===== config.mk =====
export PLATFORM = sky130hd
export DESIGN_NAME = lmul_bf16_dot_product
export DESIGN_NICKNAME = d
export VERILOG_FILES = /design/src/rtl/lbdp_pkg.sv /design/src/rtl/lbdp_term.sv /design/src/rtl/lbdp_lead.sv /design/src/rtl/lbdp_pack.sv /design/src/rtl/lmul_bf16_dot_product.sv
export SDC_FILE = /design/constraint.sdc
export NUM_CORES = 1
export LEC_CHECK = 0
export BUFFER_PORTS_ARGS = -buffer_cell sky130_fd_sc_hd__buf_2
export CORE_AREA = 2 2 167 169
export CTS_BUF_LIST = sky130_fd_sc_hd__clkbuf_8 sky130_fd_sc_hd__clkbuf_16
export DETAILED_ROUTE_END_ITERATION = 10
export DIE_AREA = 0 0 169 171
export HOLD_SLACK_MARGIN = 0.12
export PLACE_DENSITY = 0.65
export SLEW_MARGIN = 5
export SYNTH_ARGS = -nofsm -noshare
export SYNTH_HDL_FRONTEND = slang
export SYNTH_SLANG_ARGS = --single-unit

===== constraint.sdc =====
create_clock -name clk_i -period 18 [get_ports clk_i]
set_input_delay 1.8 -clock clk_i [delete_from_list [all_inputs] [get_ports clk_i]]
set_output_delay 1.8 -clock clk_i [all_outputs]
set_load 0.005 [all_outputs]

===== src/rtl/lbdp_pkg.sv =====
`default_nettype none
package lbdp_pkg;

  // Offset added to the two operand fields by the L-Mul rule.
  localparam logic [16:0] LMUL_OFFSET  = 17'h4080;
  // Product field used when the exponent sum saturates.
  localparam logic [14:0] FIELD_SAT    = 15'h7FFF;
  // Implicit leading one of a bfloat16 mantissa.
  localparam logic [7:0]  MANT_HIDDEN  = 8'h80;
  // Exponents whose conversion into Q15.16 is a left shift of 0..30.
  localparam logic [7:0]  EXP_LEFT_LO  = 8'd118;
  localparam logic [7:0]  EXP_LEFT_HI  = 8'd148;
  // Exponents whose conversion is a right shift of 1..30.
  localparam logic [7:0]  EXP_RIGHT_LO = 8'd88;
  // Exponent of a renormalized sum is the leading-one position plus this.
  localparam logic [7:0]  EXP_REBIAS   = 8'd111;

  // Carry bits of the L-Mul field sum.
  typedef enum logic [1:0] {
    CARRY_UNDER = 2'd0,
    CARRY_NORM  = 2'd1,
    CARRY_OVER  = 2'd2,
    CARRY_BOTH  = 2'd3
  } carry_e;

  // Sum that is on its way back to bfloat16, split into sign and magnitude.
  typedef struct packed {
    logic        zero;
    logic        sign;
    logic [4:0]  pos;
    logic [31:0] mag;
  } norm_t;

endpackage
`default_nettype wire


===== src/rtl/lbdp_term.sv =====
`default_nettype none
module lbdp_term (
  input  logic [15:0] act_i,
  input  logic [15:0] weight_i,
  output logic [31:0] term_o
);
  import lbdp_pkg::*;

  logic [16:0] fsum;
  logic [14:0] field;
  logic        psign;
  logic [7:0]  pexp;
  logic [7:0]  mant;
  logic [4:0]  lsh;
  logic [4:0]  rsh;
  logic [37:0] lval;
  logic [31:0] mag;
  carry_e      carry;

  // Approximate product: exponent and mantissa fields are simply added.
  always_comb begin
    fsum  = {2'b00, act_i[14:0]} + {2'b00, weight_i[14:0]} + LMUL_OFFSET;
    carry = carry_e'(fsum[16:15]);
    unique case (carry)
      CARRY_UNDER: field = '0;
      CARRY_NORM:  field = fsum[14:0];
      CARRY_OVER:  field = FIELD_SAT;
      CARRY_BOTH:  field = FIELD_SAT;
      default:     field = FIELD_SAT;
    endcase
    if ((act_i[14:7] == 8'd0) || (weight_i[14:7] == 8'd0)) begin
      field = '0;
    end
    psign = (field != '0) && (act_i[15] ^ weight_i[15]);
  end

  // Conversion of the product to Q15.16; out-of-range exponents give zero.
  always_comb begin
    pexp = field[14:7];
    mant = MANT_HIDDEN | {1'b0, field[6:0]};
    lsh  = 5'(pexp - EXP_LEFT_LO);
    rsh  = 5'(EXP_LEFT_LO - pexp);
    lval = {30'd0, mant} << lsh;
    mag  = '0;
    if (field == '0) begin
      mag = '0;
    end else if ((pexp >= EXP_LEFT_LO) && (pexp <= EXP_LEFT_HI)) begin
      mag = lval[31:0];
    end else if ((pexp >= EXP_RIGHT_LO) && (pexp < EXP_LEFT_LO)) begin
      mag = {24'd0, mant >> rsh};
    end
    term_o = psign ? (32'd0 - mag) : mag;
  end

endmodule
`default_nettype wire


===== src/rtl/lbdp_lead.sv =====
`default_nettype none
module lbdp_lead (
  input  logic [31:0]          sum_i,
  output lbdp_pkg::norm_t      norm_o
);
  import lbdp_pkg::*;

  logic [31:0] mag;
  logic [4:0]  pos;

  // Magnitude and leading-one position of the finished sum.
  always_comb begin
    mag = sum_i[31] ? (32'd0 - sum_i) : sum_i;
    pos = '0;
    for (int i = 0; i < 32; i++) begin
      if (mag[i]) begin
        pos = 5'(i);
      end
    end
    norm_o.zero = (sum_i == '0);
    norm_o.sign = sum_i[31];
    norm_o.pos  = pos;
    norm_o.mag  = mag;
  end

endmodule
`default_nettype wire


===== src/rtl/lbdp_pack.sv =====
`default_nettype none
module lbdp_pack (
  input  lbdp_pkg::norm_t norm_i,
  output logic [15:0]     bf_o
);
  import lbdp_pkg::*;

  logic [31:0] shifted;
  logic [4:0]  lsh;
  logic [7:0]  expo;

  // Left-align the leading one at bit 31; the next seven bits are the
  // truncated mantissa.
  always_comb begin
    lsh     = 5'd31 - norm_i.pos;
    shifted = norm_i.mag << lsh;
    expo    = {3'd0, norm_i.pos} + EXP_REBIAS;
    if (norm_i.zero) begin
      bf_o = '0;
    end else begin
      bf_o = {norm_i.sign, expo, shifted[30:24]};
    end
  end

endmodule
`default_nettype wire


===== src/rtl/lmul_bf16_dot_product.sv =====
// Channel   | Dir | tdata (low bit first)                    | tlast
// s_axis    | in  | [15:0] act_value, [31:16] weight_value   | last_term
// m_axis    | out | [15:0] result_value                      | none
//
// One item is accepted per cycle while tready is high. Each item runs through
// an input register and a term register that holds its product in Q15.16. The
// accumulator add is the only feedback path and fixes the rate at one item per
// clock unless a last term waits on a stalled result. A last item then passes a
// sum register and two more stages for leading-one search and packing. Reset
// (rst_ni low) clears all valid flags and the accumulator. A stalled result
// holds only the occupied stages behind it; empty stages keep absorbing items.
`default_nettype none
module lmul_bf16_dot_product (
  input  logic        clk_i,
  input  logic        rst_ni,
  input  logic        s_axis_tvalid_i,
  output logic        s_axis_tready_o,
  input  logic [31:0] s_axis_tdata_i,   // [15:0] act_value, [31:16] weight_value
  input  logic        s_axis_tlast_i,   // last_term
  output logic        m_axis_tvalid_o,
  input  logic        m_axis_tready_i,
  output logic [15:0] m_axis_tdata_o    // [15:0] result_value
);
  import lbdp_pkg::*;

  // Stage 1: operand register.
  logic        v1_q, v1_d;
  logic [15:0] act_q, wgt_q;
  logic        last1_q;
  // Stage 2: Q15.16 term register.
  logic        v2_q, v2_d;
  logic [31:0] term_q;
  logic        last2_q;
  // Running sum.
  logic [31:0] acc_q, acc_d;
  // Stage 3: finished sum of a dot product.
  logic        v3_q, v3_d;
  logic [31:0] fin_q;
  // Stage 4: sign, magnitude and leading-one position.
  logic        v4_q, v4_d;
  norm_t       norm_q;
  // Result register.
  logic        ov_q, ov_d;
  logic [15:0] out_q;

  logic        rdy1, rdy2, rdy3, rdy4, rdy5;
  logic        take2;
  logic [31:0] term;
  logic [31:0] sum;
  norm_t       norm;
  logic [15:0] bf;

  lbdp_term u_term (
    .act_i    (act_q),
    .weight_i (wgt_q),
    .term_o   (term)
  );

  lbdp_lead u_lead (
    .sum_i  (fin_q),
    .norm_o (norm)
  );

  lbdp_pack u_pack (
    .norm_i (norm_q),
    .bf_o   (bf)
  );

  // Each stage moves when the stage ahead is empty or moving. A term that is
  // not the last one leaves the pipeline at the accumulator, so only last
  // terms wait on the result side.
  always_comb begin
    rdy5  = !ov_q || m_axis_tready_i;
    rdy4  = !v4_q || rdy5;
    rdy3  = !v3_q || rdy4;
    take2 = v2_q && (!last2_q || rdy3);
    rdy2  = !v2_q || take2;
    rdy1  = !v1_q || rdy2;
    v1_d  = rdy1 ? s_axis_tvalid_i : v1_q;
    v2_d  = rdy2 ? v1_q : v2_q;
    v3_d  = rdy3 ? (take2 && last2_q) : v3_q;
    v4_d  = rdy4 ? v3_q : v4_q;
    ov_d  = rdy5 ? v4_q : ov_q;
  end

  // The last term is added before the sum is handed on, then the sum clears.
  always_comb begin
    sum   = acc_q + term_q;
    acc_d = acc_q;
    if (take2) begin
      acc_d = last2_q ? '0 : sum;
    end
  end

  always_ff @(posedge clk_i or negedge rst_ni) begin
    if (!rst_ni) begin
      v1_q  <= 1'b0;
      v2_q  <= 1'b0;
      v3_q  <= 1'b0;
      v4_q  <= 1'b0;
      ov_q  <= 1'b0;
      acc_q <= '0;
    end else begin
      v1_q  <= v1_d;
      v2_q  <= v2_d;
      v3_q  <= v3_d;
      v4_q  <= v4_d;
      ov_q  <= ov_d;
      acc_q <= acc_d;
    end
  end

  always_ff @(posedge clk_i) begin
    if (rdy1) begin
      act_q   <= s_axis_tdata_i[15:0];
      wgt_q   <= s_axis_tdata_i[31:16];
      last1_q <= s_axis_tlast_i;
    end
    if (rdy2) begin
      term_q  <= term;
      last2_q <= last1_q;
    end
    if (rdy3) begin
      fin_q <= sum;
    end
    if (rdy4) begin
      norm_q <= norm;
    end
    if (rdy5) begin
      out_q <= bf;
    end
  end

  assign s_axis_tready_o = rdy1;
  assign m_axis_tvalid_o = ov_q;
  assign m_axis_tdata_o  = out_q;

endmodule
`default_nettype wire

# Word level (Yosys, flattened, before mapping)
# Index checks and enable logic that the tools add are counted.
word_totals:
  elab_cells: 108
  input_bits: 37
  output_inout_bits: 18
  regBits: 190
op_classes:
  reduce_logical: 29
  bitwise_logic: 1
  shifts: 3
  order_cmp: 4
  n_mux: 38
  n_addsub: 9
  n_eq_ne: 3
op_table:
  columns: ["cell", "count"]
  rows:
  - ["2-to-1 mux 32 bit", 5]
  - ["2-to-1 mux 4 bit", 16]
  - ["subtractor 1 x 32 -> 32 bit, first input constant", 2]
  - ["one-hot mux 15 bit (3 select lines)", 1]
  - ["adder 32 bit", 1]
  - ["logical NOT 32 bit", 1]
  - ["<< shifter 32 x 5 -> 31 bit", 1]
  - ["<< shifter 8 x 5 -> 32 bit", 1]
  - ["2-to-1 mux 3 bit", 8]
  - ["adder 17 x 15 -> 17 bit, second input constant", 1]
  - ["adder 15 x 15 -> 16 bit", 1]
  - [">= comparator 8 x 7 -> 1 bit, second input constant", 2]
  - ["logical NOT 8 bit", 2]
  - ["OR reduction 16 bit", 1]
  - ["logical NOT 15 bit", 1]
  - ["2-to-1 mux 15 bit", 1]
  - ["nonzero test 15 bit", 1]
  - ["subtractor 5 bit, first input constant", 2]
  - ["adder 5 x 7 -> 8 bit, second input constant", 1]
  - ["<= comparator 8 bit, second input constant", 1]
  - ["< comparator 8 x 7 -> 1 bit, second input constant", 1]
  - ["2-to-1 mux 2 bit", 4]
  - ["2-to-1 mux 8 bit", 1]
  - ["OR reduction 8 bit", 1]
  - ["12 further kinds", 30]

# Logic depth before layout (Yosys ltp)
depth:
  word_depth: 32
  depth_mapped: 31
  ltp_nobuf: 31

# Modules after synthesis
# Synthesis repeated with hierarchy kept, for this count alone.
hier_totals:
  cells_unflattened: 1582
  hier_area_um2: 15399.8
modules_own_cells:
  columns: ["module", "area_each_um2", "cells_per_inst", "seq_area_each_um2", "n_inst"]
  rows:
  - ["lmul_bf16_dot_product", 7731.2, 510, 5520.3, 1]
  - ["lbdp_term", 4546.9, 677, 0.0, 1]
  - ["lbdp_lead", 1751.7, 256, 0.0, 1]
  - ["lbdp_pack", 1370.1, 139, 0.0, 1]

# Worst setup path after synthesis
# Ideal clock, no wire load.
synth_timing:
  kind: "register to register"
  startpoint: "reg act_q[0]"
  endpoint: "reg term_q[28] (data pin)"
  path_stages_with_launch: 31
  synth_period_minus_slack_ns: 6.237
  setup_ns: 0.262
  required_time_ns: 17.738
  arrival_time_ns: 5.974
  slack_ns: 11.763
  path_buffers: 1
  path_cell_list: "edfxtp_1 ha_1 inv_1 fa_1 nor2b_1 o31ai_2 a21oi_2 xnor2_1 inv_1 ha_1 clkbuf_1 nand4_2 nor4_4 nor3_2 nand2_1 inv_2 ha_1 o32a_1 o21ai_0 xnor2_1 nand4_1 nor4_1 o2111ai_1 o31a_1 ha_1 o31ai_1 a21o_1 nor3_1 and3_4 a2111oi_2 nor2_1"
synth_via:
  elab_chain_cells: 13
  elab_cells_between_ends: 27
  classes_between: "add/sub: 5; order compare: 4; eq/ne: 3; shift: 2; mux: 6; reduce/logical: 7"
synth_rtl:
  columns: ["element", "line_no", "source"]
  rows:
  - ["start: declaration", "lmul_bf16_dot_product.sv:28", "logic [15:0] act_q, wgt_q;"]
  - ["start signal: assignment", "lmul_bf16_dot_product.sv:115", "act_q <= s_axis_tdata_i[15:0];"]
  - ["adder 15 x 15 -> 16 bit *", "lbdp_term.sv:22", "fsum = {2'b00, act_i[14:0]} + {2'b00, weight_i[14:0]} + LMUL_OFFSET;"]
  - ["adder 17 x 15 -> 17 bit *", "lbdp_term.sv:22", null]
  - ["equality test 2 bit", "lbdp_term.sv:24", "unique case (carry)"]
  - ["OR reduction 2 bit (no source line)", null, null]
  - ["one-hot mux 15 bit (3 select lines) *", "lbdp_term.sv:24", null]
  - ["2-to-1 mux 15 bit *", "lbdp_term.sv:31", "if ((act_i[14:7] == 8'd0) || (weight_i[14:7] == 8'd0)) begin"]
  - ["subtractor 5 bit (tied with other cells)", "lbdp_term.sv:42", "rsh = 5'(EXP_LEFT_LO - pexp);"]
  - [">> shifter 8 x 5 -> 8 bit or logical AND 1 bit (tied branches)", "lbdp_term.sv:50, lbdp_term.sv:49", null]
  - ["2-to-1 mux 8 bit", "lbdp_term.sv:49", "end else if ((pexp >= EXP_RIGHT_LO) && (pexp < EXP_LEFT_LO)) begin"]
  - ["2-to-1 mux 32 bit", "lbdp_term.sv:47", "end else if ((pexp >= EXP_LEFT_LO) && (pexp <= EXP_LEFT_HI)) begin"]
  - ["2-to-1 mux 32 bit", "lbdp_term.sv:45", "if (field == '0) begin"]
  - ["subtractor 1 x 32 -> 32 bit", "lbdp_term.sv:52", "term_o = psign ? (32'd0 - mag) : mag;"]
  - ["2-to-1 mux 32 bit *", "lbdp_term.sv:52", null]
  - ["net term[28]", "lmul_bf16_dot_product.sv:48", "logic [31:0] term;"]
  - ["end signal: assignment", "lmul_bf16_dot_product.sv:120", "term_q <= term;"]
  - ["end: declaration", "lmul_bf16_dot_product.sv:32", "logic [31:0] term_q;"]
# Mark *: on every way through the listed nets, which the timed path passes. The rest lies on a longest branch.
# A chain may end at the register's enable or synchronous reset.

# Worst setup path after layout
layout_timing:
  startpoint: "reg act_q[1]"
  endpoint: "reg term_q[28] (data pin)"
# Same word-level chain as after synthesis.

==> qor.csv <==
stage,metric,value,unit
synth,syn-cell-area,13300,sq um
synth,synth_edf_count,152,
clock_network,cts_sinks,189,
critical_path,end_kind,flip-flop,
placement,place_congestion,0.938,
clock_network,cts_tree,built,
floorplanning,die_w,169,microns
finish,final_common_cell,edfxtp_1,
timing,slew_headroom,27.5,%
placement,io_buffer_count,54,
synth,syn_area_per_cell,10.0,sq um
route,dr_wl_met2,16200,microns
critical_path,cp.arrival,7.88,ns
floorplanning,row_count,61,
finish,antenna_cells,0,
synth,yosysTopAreaCell,edfxtp_1,
timing,setup_viol,0,
outcome,status,"finished, final reports clean",
route,wl_met1,14100,microns
critical_path,cp_data_required_time,18.19,ns
synth,async_flop_share,19.6,%
timing,tightestPinTransition,1.06,ns
min_path,hp-class,reg -> reg,
global_route,grt_usage,23.3,%
clock_network,cts-resized-gates,0,
clock_network,hold_buffers,0,
clock_network,clockRootBuffer,clkbuf_16,
critical_path,reg2reg_depth,26,
timing,skew,0.0147,ns
finish,final_cell_mix,"152 x edfxtp_1, 105 x nand2_1, 99 x a21oi_1, 98 x nor2_1, 64 x xnor2_1",
timing,hold_viol_final,0,
floorplanning,initial_utilization,48.8,%
synth,synth.distinct_cells,109,
critical_path,crit_type,reg -> reg,
route,met3_length,1390,microns
finish,final_cell_area,14400,sq um
critical_path,path_max_fanout,11,
synth,synth_cells,1333,
synth,synth-seq-cells,189,
critical_path,regToRegEndpoint,term_q[28]$_DFFE_PP_,
timing,grt_setup_unrepaired,false,
route,ant_nets,0,
finish,final_nets,1455,
synth,synth_top_area_share,34.3,%
route,drc,0,
critical_path,timing.reg2reg.setup_slack,10.31,ns
power,power,2.50,mW
timing,fmax,0.130,GHz
finish,area_delta_synth_final,8.38,%
route,first_iter_violations,948,
route,top_layer_used,met4,
route,dr.pass1.iters,5,
critical_path,rr_startpoint,act_q[1]$_DFFE_PP_,
min_path,hold_end,last2_q$_DFFE_PP_,
finish,n_fill_cell,2448,
global_route,grt_pass1_wl,53200,microns
global_route,grt_pass1_vias,10180,
critical_path,start_kind,flip-flop,
route,wl_per_cell,19.1,microns
synth,synth.net_count,1427,
min_path,whs_path_depth,0,
clock_network,cts_made_buffers,17,
route,num_vias,10659,
power,vdd_drop_max,54.9,uV
floorplanning,io_pins,55,
global_route,antenna_found_initial,0,
floorplanning,die_h,171,microns
synth,yosys-top-cells-area,"edfxtp_1 34%, dfrtp_1 6.9%, ha_1 5.2%, xnor2_1 4.2%, a21oi_1 3.7%",
floorplanning,core,27300,sq um
global_route,grt_max_degree,44,
clock_network,cts_setup_buffers,0,
finish,drive_above_1_share,12.9,%
floorplanning,die_area,28900,sq um
timing,slew_viol_final,0,
synth,synthFlopType,edfxtp_1,
timing,fin_crit_sh,42.7,%
min_path,min-delay-start,last1_q$_DFFE_PP_,
clock_network,clock_latency,0.45,ns
clock_network,htree_levels,4,
placement,dpl_cell_area,13900,sq um
timing,timing.setup.tns,0,ns
power,power_density,173,nW/um^2
global_route,grt_overflow,0,
route,vias_per_cell,6.20,
job,drv_cap,0,
route,wl,32900,microns
synth,yosysWarnings,0,
power,p_leak,5.86,nW
synth,yosysSeqAreaShare,41.2,%
placement,place_hpwl,25200,microns
clock_network,clk_pin_slew,0.07,ns
timing,period_minus_slack,7.69,ns
clock_network,clockBufferDepth,2,
==> metrics by stage <==
stage | util (%) | std cells | hold WS (ns) | worst slack [ns]
6_report | 52.8 | 1720 | 0.425 | 10.31
5_1_grt | 52.8 | 1720 | 0.440 | 9.69
4_1_cts | 52.8 | 1720 | 0.425 | 10.47
3_5_place_dp | 50.8 | 1688 | 0.408 | 10.52
3_3_place_gp | 50.8 | 1688 | 0.406 | 10.54
2_1_floorplan | - | 1333 | 0.400 | 11.76
==> metal layers <==
layer | vias up | global-route usage (%)
li1 | 5155 | -
met1 | 5109 | 28.8
met2 | 312 | 40.6
met3 | 83 | 3.42
met4 | 0 | 9.96
met5 | - | 0
==> kinds of logic after synthesis <==
kind of cell / after synthesis / synth area share [%]
AO/OA/AOI/OAI: 413 / 22.3
XOR/XNOR: 99 / 6.62
AND/OR/NAND/NOR: 420 / 16.3
flip-flops: 189 / 41.2
adder cells (fa/ha/maj): 58 / 5.54
multiplexers: 47 / 4.73
buffers and inverters: 107 / 3.26
==> sequential cells by signal (all words and copies together) (netlist names), 16 cells and up <==
signal / flops
acc_q: 32
wgt_q: 16
fin_q: 32
term_q: 32
act_q: 16
m_axis_tdata_o: 16
norm_q: 38
==> worst max path at each step <==
stage,start,endpoint,cells past startpoint,slack [ns]
detailed placement,act_q[1]$_DFFE_PP_,term_q[28]$_DFFE_PP_,26,10.52
global route,act_q[1]$_DFFE_PP_,term_q[28]$_DFFE_PP_,26,9.69
global placement,act_q[1]$_DFFE_PP_,term_q[28]$_DFFE_PP_,26,10.54
floorplan,act_q[0]$_DFFE_PP_,term_q[28]$_DFFE_PP_,30,11.76
finish,act_q[1]$_DFFE_PP_,term_q[28]$_DFFE_PP_,26,10.31
CTS,act_q[1]$_DFFE_PP_,term_q[28]$_DFFE_PP_,26,10.47
==> cell usage after synthesis, drive strengths merged, types with 6 or more instances <==
cell type  instances
or2                7
nand4             13
mux4              11
ha                55
a211o              6
mux2              12
mux2i             24
nor2             100
o21a               9
dfrtp             37
edfxtp           152
and3              14
nor2b             14
o41ai              8
or4                6
buf               23
o31ai             21
o211ai            15
a21oi            104
a31oi             19
nor4              19
nor3              35
clkbuf            31
a22o              28
o21bai            11
o22ai              8
inv               52
a211oi            19
and2              14
nand2            106
nand3             30
or3               19
xnor2             65
xor2              34
a21o              22
nand2b            26
a2111oi            7
o21ai             69
==> power by group <==
part           internal (mW)  leakage, nW  switching [mW]  total (mW)
Combinational          0.543         3.40           0.835        1.38
Clock                  0.186        0.277           0.178       0.365
Sequential             0.666         2.18          0.0902       0.757
==> layout make-up <==
type	count	area, sq um	share of cell area, %
clock buffers	18	439	3.04
well taps	346	433	3.00
repair buffers	63	338	2.34
flip-flops and latches	189	5490	38.0
multi-input cells	1037	7410	51.3
inverters	53	199	1.38
clock inverters	14	130	0.901
==> critical path: stages (launching register included) <==
cell and delay [ns]:
edfxtp_1 0.39, ha_1 0.34, a211oi_2 0.32, o211ai_2 0.19, nand3_1 0.14, mux2i_1 0.87
and3_1 0.35, nand4_2 0.29, nor4_4 0.58, nor3_2 0.13, nand2_1 0.21, inv_2 0.11
ha_1 0.25, o32a_1 0.35, o21ai_0 0.09, xnor2_1 0.15, nand4_1 0.19, nor4_1 0.75
o2111ai_1 0.25, o31a_1 0.21, ha_1 0.23, o31ai_1 0.07, a21o_1 0.19, nor3_1 0.13
and3_4 0.20, a2111oi_2 0.36, nor2_1 0.07
Power figures use the tool's default switching activity.
